--- config.mk ---
export PLATFORM = sky130hd
export DESIGN_NAME = ip_address_pool_allocator
export DESIGN_NICKNAME = d
export VERILOG_FILES = /design/src/hdl/ipap_pkg.sv /design/src/hdl/ip_address_pool_allocator.sv /design/src/hdl/ipap_ram.sv /design/src/hdl/ipap_alu.sv /design/src/hdl/ipap_scan.sv
export SDC_FILE = /design/constraint.sdc
export NUM_CORES = 2
export LEC_CHECK = 0
export ABC_AREA = 1
export CAP_MARGIN = 10
export CELL_PAD_IN_SITES_DETAIL_PLACEMENT = 0
export CELL_PAD_IN_SITES_GLOBAL_PLACEMENT = 1
export CORE_MARGIN = 1.5
export CORE_UTILIZATION = 45
export CTS_CLUSTER_DIAMETER = 50
export DETAILED_ROUTE_END_ITERATION = 12
export DONT_BUFFER_PORTS = 1
export GPL_TIMING_DRIVEN = 0
export HOLD_SLACK_MARGIN = 0.08
export PLACE_DENSITY_LB_ADDON = 0.2
export REMOVE_ABC_BUFFERS = 1
export SLEW_MARGIN = 20
export SYNTH_ARGS = -nofsm -noshare
export SYNTH_HDL_FRONTEND = slang
export SYNTH_HIERARCHICAL = 1
export SYNTH_SLANG_ARGS = --single-unit
--- constraint.sdc ---
create_clock -name clk -period 6.6 [get_ports clk]
set_input_delay 0.99 -clock clk [delete_from_list [all_inputs] [get_ports clk]]
set_output_delay 0.99 -clock clk [all_outputs]
set_load 0.01 [all_outputs]
--- src/hdl/ipap_pkg.sv ---
// Package of the IPv4 address pool allocator.
// Holds shared types, codes and constants; it depends on nothing.
package ipap_pkg;

  localparam int ADDR_W   = 32;
  localparam int WORD_W   = 32;
  localparam int BIT_W    = 5;
  localparam int REM_W    = BIT_W + 1;
  localparam int CFG_IDX_W = 1;

  localparam logic [ADDR_W-1:0] NET_ADDRESS_RST = 32'h0000_0000;
  localparam logic [ADDR_W-1:0] NET_MASK_RST    = 32'hFFFF_FF00;

  localparam logic FUNC_ALLOC   = 1'b0;
  localparam logic FUNC_RELEASE = 1'b1;

  localparam logic [CFG_IDX_W-1:0] REG_NET_ADDRESS = 1'b0;
  localparam logic [CFG_IDX_W-1:0] REG_NET_MASK    = 1'b1;

  typedef enum logic [3:0] {
    ST_CLEAR,
    ST_IDLE,
    ST_ALLOC_RD,
    ST_ALLOC_CHK,
    ST_ALLOC_ADDR,
    ST_REL_SUB,
    ST_REL_RD,
    ST_REL_WR,
    ST_RESULT
  } state_t;

  typedef enum logic {
    ALU_ADD,
    ALU_SUB
  } alu_op_t;

  typedef struct packed {
    logic              found;
    logic [BIT_W-1:0]  idx;
    logic [WORD_W-1:0] onehot;
  } scan_res_t;

endpackage

--- src/hdl/ip_address_pool_allocator.sv ---
// Top level of the IPv4 address pool allocator: sequencer, registers and map RAM.
// Depends on ipap_pkg, ipap_ram, ipap_alu and ipap_scan.
//
//   Port group   Direction  Handshake        Word
//   in_*         input      valid / stall    func, release_address
//   out_*        output     valid / stall    host_address, ok
//   cfg_*        input      valid / ready    index, data
//
// An allocate reads and checks the 32-bit map words in turn up to a free bit and
// then forms the address in ST_ALLOC_ADDR. A full pool reports its failure once
// the last word is checked; an empty pool goes straight to ST_RESULT. A release
// passes ST_REL_SUB, ST_REL_RD and ST_REL_WR, or only ST_REL_SUB when the address
// is out of range. A new word is taken once the previous result is queued. After
// reset the map is cleared, one RAM word per cycle; input words stall meanwhile.
module ip_address_pool_allocator #(
  parameter int POOL_SIZE = 1024
) (
  input  logic                               clk,
  input  logic                               rst_n,
  input  logic                               in_valid,
  output logic                               in_stall,
  input  logic                               in_func,
  input  logic [ipap_pkg::ADDR_W-1:0]        in_release_address,
  output logic                               out_valid,
  input  logic                               out_stall,
  output logic [ipap_pkg::ADDR_W-1:0]        out_host_address,
  output logic                               out_ok,
  input  logic                               cfg_valid,
  output logic                               cfg_ready,
  input  logic [ipap_pkg::CFG_IDX_W-1:0]     cfg_index,
  input  logic [ipap_pkg::ADDR_W-1:0]        cfg_data
);

  localparam int DEPTH = (POOL_SIZE + ipap_pkg::WORD_W - 1) / ipap_pkg::WORD_W;
  localparam int AW    = (DEPTH > 1) ? $clog2(DEPTH) : 1;
  localparam int CNT_W = $clog2(POOL_SIZE + 1);
  localparam int PW    = AW + ipap_pkg::BIT_W + 1;

  ipap_pkg::state_t state_r, state_nxt;

  logic [ipap_pkg::ADDR_W-1:0] net_address_r, net_mask_r;
  logic [ipap_pkg::ADDR_W-1:0] base_r, base_nxt;
  logic [CNT_W-1:0]            count_r, count_nxt;
  logic [ipap_pkg::ADDR_W-1:0] span;

  logic [ipap_pkg::ADDR_W-1:0] rel_r, rel_nxt;
  logic [AW-1:0]               word_r, word_nxt;
  logic [ipap_pkg::BIT_W-1:0]  bit_r, bit_nxt;
  logic [AW-1:0]               clr_r, clr_nxt;
  logic [ipap_pkg::ADDR_W-1:0] res_addr_r, res_addr_nxt;
  logic                        res_ok_r, res_ok_nxt;

  logic                        out_valid_r;
  logic [ipap_pkg::ADDR_W-1:0] out_addr_r;
  logic                        out_ok_r;
  logic                        out_free;
  logic                        in_acc;

  logic                        ram_we;
  logic [AW-1:0]               ram_addr;
  logic [ipap_pkg::WORD_W-1:0] ram_wdata, ram_rdata;

  ipap_pkg::alu_op_t           alu_op;
  logic [ipap_pkg::ADDR_W-1:0] alu_a, alu_b, alu_res;
  logic                        alu_lt;

  logic [PW-1:0]               rem_w;
  logic [ipap_pkg::REM_W-1:0]  rem6;
  logic                        last_word;
  ipap_pkg::scan_res_t         scan;

  ipap_ram #(
    .WIDTH(ipap_pkg::WORD_W),
    .DEPTH(DEPTH)
  ) u_map (
    .clk  (clk),
    .we   (ram_we),
    .addr (ram_addr),
    .wdata(ram_wdata),
    .rdata(ram_rdata)
  );

  ipap_alu u_alu (
    .op (alu_op),
    .a  (alu_a),
    .b  (alu_b),
    .lim(ipap_pkg::ADDR_W'(count_r)),
    .res(alu_res),
    .lt (alu_lt)
  );

  ipap_scan u_scan (
    .data(ram_rdata),
    .rem (rem6),
    .res (scan)
  );

  assign cfg_ready        = 1'b1;
  assign out_valid        = out_valid_r;
  assign out_host_address = out_addr_r;
  assign out_ok           = out_ok_r;
  assign out_free         = !out_valid_r || !out_stall;
  assign in_acc           = in_valid && !in_stall;

  always_comb begin
    span     = ~net_mask_r;
    base_nxt = (net_address_r & net_mask_r) + ipap_pkg::ADDR_W'(1);
    if (span < ipap_pkg::ADDR_W'(2)) begin
      count_nxt = '0;
    end else if ((span - ipap_pkg::ADDR_W'(1)) > ipap_pkg::ADDR_W'(POOL_SIZE)) begin
      count_nxt = CNT_W'(POOL_SIZE);
    end else begin
      count_nxt = CNT_W'(span - ipap_pkg::ADDR_W'(1));
    end
  end

  always_comb begin
    rem_w     = PW'(count_r) - PW'({word_r, ipap_pkg::BIT_W'(0)});
    last_word = (rem_w <= PW'(ipap_pkg::WORD_W)) || (word_r == AW'(DEPTH - 1));
    if (rem_w >= PW'(ipap_pkg::WORD_W)) begin
      rem6 = ipap_pkg::REM_W'(ipap_pkg::WORD_W);
    end else begin
      rem6 = rem_w[ipap_pkg::REM_W-1:0];
    end
  end

  always_comb begin
    state_nxt = state_r;
    unique case (state_r)
      ipap_pkg::ST_CLEAR: begin
        if (clr_r == AW'(DEPTH - 1)) begin
          state_nxt = ipap_pkg::ST_IDLE;
        end
      end
      ipap_pkg::ST_IDLE: begin
        if (in_acc) begin
          if (in_func == ipap_pkg::FUNC_RELEASE) begin
            state_nxt = ipap_pkg::ST_REL_SUB;
          end else if (count_nxt == '0) begin
            state_nxt = ipap_pkg::ST_RESULT;
          end else begin
            state_nxt = ipap_pkg::ST_ALLOC_RD;
          end
        end
      end
      ipap_pkg::ST_ALLOC_RD: state_nxt = ipap_pkg::ST_ALLOC_CHK;
      ipap_pkg::ST_ALLOC_CHK: begin
        if (scan.found) begin
          state_nxt = ipap_pkg::ST_ALLOC_ADDR;
        end else if (last_word) begin
          state_nxt = ipap_pkg::ST_RESULT;
        end else begin
          state_nxt = ipap_pkg::ST_ALLOC_RD;
        end
      end
      ipap_pkg::ST_ALLOC_ADDR: state_nxt = ipap_pkg::ST_RESULT;
      ipap_pkg::ST_REL_SUB: begin
        if (alu_lt) begin
          state_nxt = ipap_pkg::ST_REL_RD;
        end else begin
          state_nxt = ipap_pkg::ST_RESULT;
        end
      end
      ipap_pkg::ST_REL_RD: state_nxt = ipap_pkg::ST_REL_WR;
      ipap_pkg::ST_REL_WR: state_nxt = ipap_pkg::ST_RESULT;
      ipap_pkg::ST_RESULT: begin
        if (out_free) begin
          state_nxt = ipap_pkg::ST_IDLE;
        end
      end
      default: state_nxt = ipap_pkg::ST_IDLE;
    endcase
  end

  always_comb begin
    in_stall     = 1'b1;
    ram_we       = 1'b0;
    ram_addr     = word_r;
    ram_wdata    = ram_rdata;
    alu_op       = ipap_pkg::ALU_ADD;
    alu_a        = base_r;
    alu_b        = ipap_pkg::ADDR_W'({word_r, bit_r});
    rel_nxt      = rel_r;
    word_nxt     = word_r;
    bit_nxt      = bit_r;
    clr_nxt      = clr_r;
    res_addr_nxt = res_addr_r;
    res_ok_nxt   = res_ok_r;
    unique case (state_r)
      ipap_pkg::ST_CLEAR: begin
        ram_we    = 1'b1;
        ram_addr  = clr_r;
        ram_wdata = '0;
        clr_nxt   = clr_r + AW'(1);
      end
      ipap_pkg::ST_IDLE: begin
        in_stall     = 1'b0;
        rel_nxt      = in_release_address;
        word_nxt     = '0;
        res_addr_nxt = '0;
        res_ok_nxt   = 1'b0;
      end
      ipap_pkg::ST_ALLOC_RD: begin
        ram_addr = word_r;
      end
      ipap_pkg::ST_ALLOC_CHK: begin
        if (scan.found) begin
          ram_we    = 1'b1;
          ram_wdata = ram_rdata | scan.onehot;
          bit_nxt   = scan.idx;
        end else if (!last_word) begin
          word_nxt = word_r + AW'(1);
        end
      end
      ipap_pkg::ST_ALLOC_ADDR: begin
        alu_op       = ipap_pkg::ALU_ADD;
        alu_a        = base_r;
        alu_b        = ipap_pkg::ADDR_W'({word_r, bit_r});
        res_addr_nxt = alu_res;
        res_ok_nxt   = 1'b1;
      end
      ipap_pkg::ST_REL_SUB: begin
        alu_op   = ipap_pkg::ALU_SUB;
        alu_a    = rel_r;
        alu_b    = base_r;
        word_nxt = alu_res[ipap_pkg::BIT_W +: AW];
        bit_nxt  = alu_res[ipap_pkg::BIT_W-1:0];
      end
      ipap_pkg::ST_REL_RD: begin
        ram_addr = word_r;
      end
      ipap_pkg::ST_REL_WR: begin
        ram_we     = 1'b1;
        ram_wdata  = ram_rdata & ~(ipap_pkg::WORD_W'(1) << bit_r);
        res_ok_nxt = 1'b1;
      end
      ipap_pkg::ST_RESULT: begin
        in_stall = 1'b1;
      end
      default: begin
        in_stall = 1'b1;
      end
    endcase
  end

  always_ff @(posedge clk) begin
    if (!rst_n) begin
      state_r       <= ipap_pkg::ST_CLEAR;
      clr_r         <= '0;
      net_address_r <= ipap_pkg::NET_ADDRESS_RST;
      net_mask_r    <= ipap_pkg::NET_MASK_RST;
      out_valid_r   <= 1'b0;
    end else begin
      state_r <= state_nxt;
      clr_r   <= clr_nxt;
      if (cfg_valid && cfg_ready) begin
        unique case (cfg_index)
          ipap_pkg::REG_NET_ADDRESS: net_address_r <= cfg_data;
          ipap_pkg::REG_NET_MASK:    net_mask_r    <= cfg_data;
          default:                   net_mask_r    <= net_mask_r;
        endcase
      end
      if (state_r == ipap_pkg::ST_RESULT && out_free) begin
        out_valid_r <= 1'b1;
      end else if (!out_stall) begin
        out_valid_r <= 1'b0;
      end
    end
  end

  always_ff @(posedge clk) begin
    base_r     <= base_nxt;
    count_r    <= count_nxt;
    rel_r      <= rel_nxt;
    word_r     <= word_nxt;
    bit_r      <= bit_nxt;
    res_addr_r <= res_addr_nxt;
    res_ok_r   <= res_ok_nxt;
    if (state_r == ipap_pkg::ST_RESULT && out_free) begin
      out_addr_r <= res_addr_r;
      out_ok_r   <= res_ok_r;
    end
  end

endmodule

--- src/hdl/ipap_ram.sv ---
// Generic single-port RAM with registered read data.
// Stand-alone; depends on no package.
module ipap_ram #(
  parameter int WIDTH = 32,
  parameter int DEPTH = 32
) (
  input  logic                                   clk,
  input  logic                                   we,
  input  logic [(DEPTH > 1 ? $clog2(DEPTH) : 1)-1:0] addr,
  input  logic [WIDTH-1:0]                       wdata,
  output logic [WIDTH-1:0]                       rdata
);

  logic [WIDTH-1:0] mem [DEPTH];

  always_ff @(posedge clk) begin
    if (we) begin
      mem[addr] <= wdata;
    end
    rdata <= mem[addr];
  end

endmodule

--- src/hdl/ipap_alu.sv ---
// Shared 32-bit add/subtract unit with a less-than compare on its result.
// Depends on ipap_pkg.
module ipap_alu (
  input  ipap_pkg::alu_op_t              op,
  input  logic [ipap_pkg::ADDR_W-1:0]    a,
  input  logic [ipap_pkg::ADDR_W-1:0]    b,
  input  logic [ipap_pkg::ADDR_W-1:0]    lim,
  output logic [ipap_pkg::ADDR_W-1:0]    res,
  output logic                           lt
);

  always_comb begin
    unique case (op)
      ipap_pkg::ALU_ADD: res = a + b;
      ipap_pkg::ALU_SUB: res = a - b;
      default:           res = a + b;
    endcase
    lt = (res < lim);
  end

endmodule

--- src/hdl/ipap_scan.sv ---
// Find-first-free search over one occupancy word, limited to its valid low bits.
// Depends on ipap_pkg.
module ipap_scan (
  input  logic [ipap_pkg::WORD_W-1:0] data,
  input  logic [ipap_pkg::REM_W-1:0]  rem,
  output ipap_pkg::scan_res_t         res
);

  logic [ipap_pkg::WORD_W-1:0] valid;
  logic [ipap_pkg::WORD_W-1:0] wm;
  logic [ipap_pkg::WORD_W-1:0] low;
  logic [ipap_pkg::BIT_W-1:0]  idx;

  always_comb begin
    if (rem[ipap_pkg::REM_W-1]) begin
      valid = '1;
    end else begin
      valid = (ipap_pkg::WORD_W'(1) << rem[ipap_pkg::BIT_W-1:0]) - ipap_pkg::WORD_W'(1);
    end
    wm  = data | ~valid;
    low = ~wm & (wm + ipap_pkg::WORD_W'(1));
    for (int k = 0; k < ipap_pkg::BIT_W; k++) begin
      idx[k] = 1'b0;
      for (int j = 0; j < ipap_pkg::WORD_W; j++) begin
        if (((j >> k) & 1) == 1) begin
          idx[k] = idx[k] | low[j];
        end
      end
    end
    res.found  = |low;
    res.idx    = idx;
    res.onehot = low;
  end

endmodule
==> results.json <==
{
  "cts_max_level": 4,
  "avgViaCountPerCell": 5.12,
  "gp_congestion": 0.909,
  "grt_pass1_vias": 42500,
  "rows": 134,
  "min_to": "rel_r[3]$_DFFE_PP_",
  "max_stage_delay_ns": 0.44,
  "die-area_um2": 138000,
  "synth_top_family_by_area": "simple AND/OR/NAND/NOR gates",
  "layout-drive-gt1-share_pct": 10.4,
  "hold_viol": 0,
  "area_delta_synth_final_pct": 19.0,
  "synth-seq-cells": 1281,
  "io_buffers": 0,
  "grt_start_max_net_pins": 120,
  "whs_path_depth": 0,
  "synth_xor_area_share_pct": 1.06,
  "synthTopCellsByArea": "edfxtp_1 56%, nand2_1 21%, dfxtp_1 4.9%",
  "p_leak_nw": 31.9,
  "worstSkewPairLatency_ns": 0.80,
  "endpoint_kind": "flop",
  "ys_seq_area_share_pct": 60.6,
  "cts.clk_slew.worst_paths_ns": 0.06,
  "async_flop_share_pct": 0,
  "slew_violations": 0,
  "synth_ff_type": "edfxtp_1",
  "grt_pass1_wl_mm": 265,
  "die_h_um": 371,
  "cts_buffers": 150,
  "critPathLaunchType": "flop",
  "num_vias": 46000,
  "wl_per_cell_um": 19.8,
  "num_io_pins": 107,
  "die_w_um": 371,
  "max_freq_mhz": 157,
  "final_core_util_pct": 54.2,
  "path_buf_inv": 9,
  "yosysWarnings": 6,
  "setup-violations-final": 0,
  "yosysTopAreaCellShare_pct": 55.7,
  "criticalPathCategory": "flop to flop",
  "cap_violations": 0,
  "firstDrtPassIters": 5,
  "grt_usage_pct": 25.7,
  "outcome": "complete, no violations",
  "yosys.area_share.simple_pct": 28.8,
  "crit_slowest_cell": "edfxtp_1",
  "r2r_cells": 37,
  "worstSetupPathDepth": 37,
  "preCtsSetupSlack_ns": -3.15,
  "power.total_mw": 18.6,
  "drtAntennaViolNets": 0,
  "postSynthAreaPerCell_um2": 8.83,
  "hpwl_mm": 121,
  "r2r_end": "u_map/mem[12][31]$_DFFE_PP_",
  "powerDensity_nw_per_um2": 256,
  "grt.overflow.total": 0,
  "cpLargestDelayFamily": "simple AND/OR/NAND/NOR gates",
  "coreArea_um2": 134000,
  "cp_data_required_time_ns": 7.09,
  "setup_ws_ns": 0.237,
  "synth_compound_area_share_pct": 3.01,
  "wirelength_mm": 178,
  "cts_tree": "done",
  "final.setup.tns_ns": 0,
  "max_slew_margin_pct": 26.7,
  "fin_crit_sh_pct": 96.4,
  "synthMuxAreaShare_pct": 0,
  "hold_slack_ns": 0.295,
  "cts.sinks": 1281,
  "cp_common_cell": "nor2_4",
  "critPathMaxFanout": 6,
  "yosysUniqueCellTypes": 59,
  "tightest_slew_ns": 1.10,
  "drtIter0Drc": 3982,
  "fin_nets": 7246,
  "drcViolationCount": 0,
  "critPathArrivalTime_ns": 6.85,
  "hp-start": "in_release_address[3]",
  "cts_buffer_depth": 3,
  "netlist_area_um2": 61000,
  "r2r_setup_slack_ns": 0.24,
  "worst_ir_drop_vdd_uv": 225,
  "antenna_found_initial": 1,
  "syn_inst": 6916,
  "synth_edf_count": 1132,
  "holdCritPathClass": "input pin to flop",
  "synth_adder_area_share_pct": 1.62,
  "initial_core_util_pct": 45.6,
  "r2r_start": "word_r[2]$_DFFE_PP_",
  "yosysTopAreaCell": "edfxtp_1",
  "root_buffer": "clkbuf_16",
  "fin_crit_ns": 6.36,
  "finalClockSkew_ns": 0.0324
}
-- synth_stat cells, types with 36 or more instances --
cell type	count
nand2_1	3443
edfxtp_1	1132
nor2_1	541
inv_1	481
nand3_1	167
clkbuf_1	160
o21ai_0	153
dfxtp_1	149
a21oi_1	90
ha_1	76
buf_2	71
xor2_1	57
nor3_1	50
nand4_1	44
nor2_2	36
-- worst reg2reg max path, delay by kind of cell, from the launching register on --
kind / cells / cell delay [ns]
adders and majority gates: 2 / 0.53
buffers and inverters: 9 / 1.32
AOI/OAI and AO/OA: 7 / 1.02
and+or+nand+nor: 19 / 2.75
DFF: 1 / 0.44
-- worst max-delay path by stage --
stage | startpoint | to
6_report | word_r[2]$_DFFE_PP_ | u_map/mem[12][31]$_DFFE_PP_
5_1_grt | word_r[1]$_DFFE_PP_ | u_map/mem[18][14]$_DFFE_PP_
4_1_cts | word_r[2]$_DFFE_PP_ | u_map/mem[28][30]$_DFFE_PP_
3_5_place_dp | word_r[0]$_DFFE_PP_ | u_map/mem[8][4]$_DFFE_PP_
3_3_place_gp | state_r[3]$_SDFFE_PN0P_ | u_map/mem[14][18]$_DFFE_PP_
2_1_floorplan | state_r[3]$_SDFFE_PN0P_ | u_map/mem[10][0]$_DFFE_PP_
-- final cells by class --
type / count / area [um2]
tap: 1768 / 2210
multi-input combinational: 4897 / 22000
inverter: 498 / 1900
fill: 11800 / 61300
timing repair buffer: 269 / 4590
clock buffer: 192 / 4080
sequential: 1281 / 37000
clock inverter: 81 / 886
antenna: 3 / 7.51
-- metal layers --
| layer | share of wire [%] | wire, um | track usage, % | vias to the layer above |
|---|---|---|---|---|
| met2 | 45 | 79700 | 39.7 | 1324 |
| met4 | 2.2 | 3920 | 6.60 | 0 |
| met3 | 6.0 | 10700 | 3.27 | 250 |
| met1 | 47 | 83600 | 38.3 | 21800 |
| li1 | - | - | - | 22600 |
| met5 | 0 | 0 | 0 | - |
-- layout by cell type (no fill, tap or decap), types with 23 or more instances in the layout --
| master | netlist | layout |
|---|---|---|
| ha_1 | 76 | 74 |
| inv_1 | 481 | 471 |
| buf_8 | 0 | 24 |
| nor3_1 | 50 | 49 |
| nor2_2 | 36 | 27 |
| o21ai_0 | 153 | 145 |
| a21oi_1 | 90 | 80 |
| nand4_1 | 44 | 44 |
| edfxtp_1 | 1132 | 1132 |
| o211ai_1 | 26 | 26 |
| a22oi_2 | 0 | 23 |
| buf_12 | 0 | 71 |
| clkbuf_16 | 0 | 157 |
| dfxtp_1 | 149 | 146 |
| nand2_1 | 3443 | 3438 |
| nor2_4 | 15 | 70 |
| nand3_1 | 167 | 160 |
| clkbuf_1 | 160 | 31 |
| buf_16 | 0 | 67 |
| buf_6 | 6 | 27 |
| nor2_1 | 541 | 495 |
| xor2_1 | 57 | 57 |
| buf_4 | 4 | 77 |
| nand2_2 | 28 | 30 |
-- flip-flops by register name, summed over array words and instances, names as in the netlist, 4 cells and up --
| signal | cells |
|---|---|
| out_host_address | 32 |
| state_r | 4 |
| u_map/rdata | 32 |
| clr_r | 5 |
| net_address_r | 32 |
| rel_r | 32 |
| count_r | 11 |
| res_addr_r | 32 |
| u_map/mem | 1024 |
| net_mask_r | 32 |
| word_r | 5 |
| bit_r | 5 |
| base_r | 32 |
-- per-stage QoR --
step / std cells / area, um2
2_1_floorplan: 6675 / 60000
3_3_place_gp: 8443 / 62200
3_5_place_dp: 8603 / 66200
4_1_cts: 8965 / 72300
5_1_grt: 8986 / 72700
6_report: 8989 / 72700
-- timing repair --
item | 4_1_cts | 5_1_grt
gates cloned | 2 | 3
hold buffers | 0 | 0
setup buffers | 88 | 19
endpoints found under the setup margin | 2066 | 2030
resized for setup | 34 | 47
endpoints found under the hold margin | 0 | 0
pin swaps | 52 | 22
-- logic make-up after synthesis --
logic type                 after synthesis
xor gates and xnor gates                74
DFF                                   1281
and+or+nand+nor                       4395
buffers and inverters                  759
other                                    2
adders and majority gates               78
AOI/OAI and AO/OA                      327
-- where the power goes --
group	leakage (nW)	internal, mW	total, mW	switching [mW]
clock network	2.41	4.83	8.25	3.42
logic	17.0	0.448	1.46	1.01
registers	12.5	8.85	8.94	0.0843
total	31.9	14.1	18.6	4.51
(Power assumes the default switching activity.)
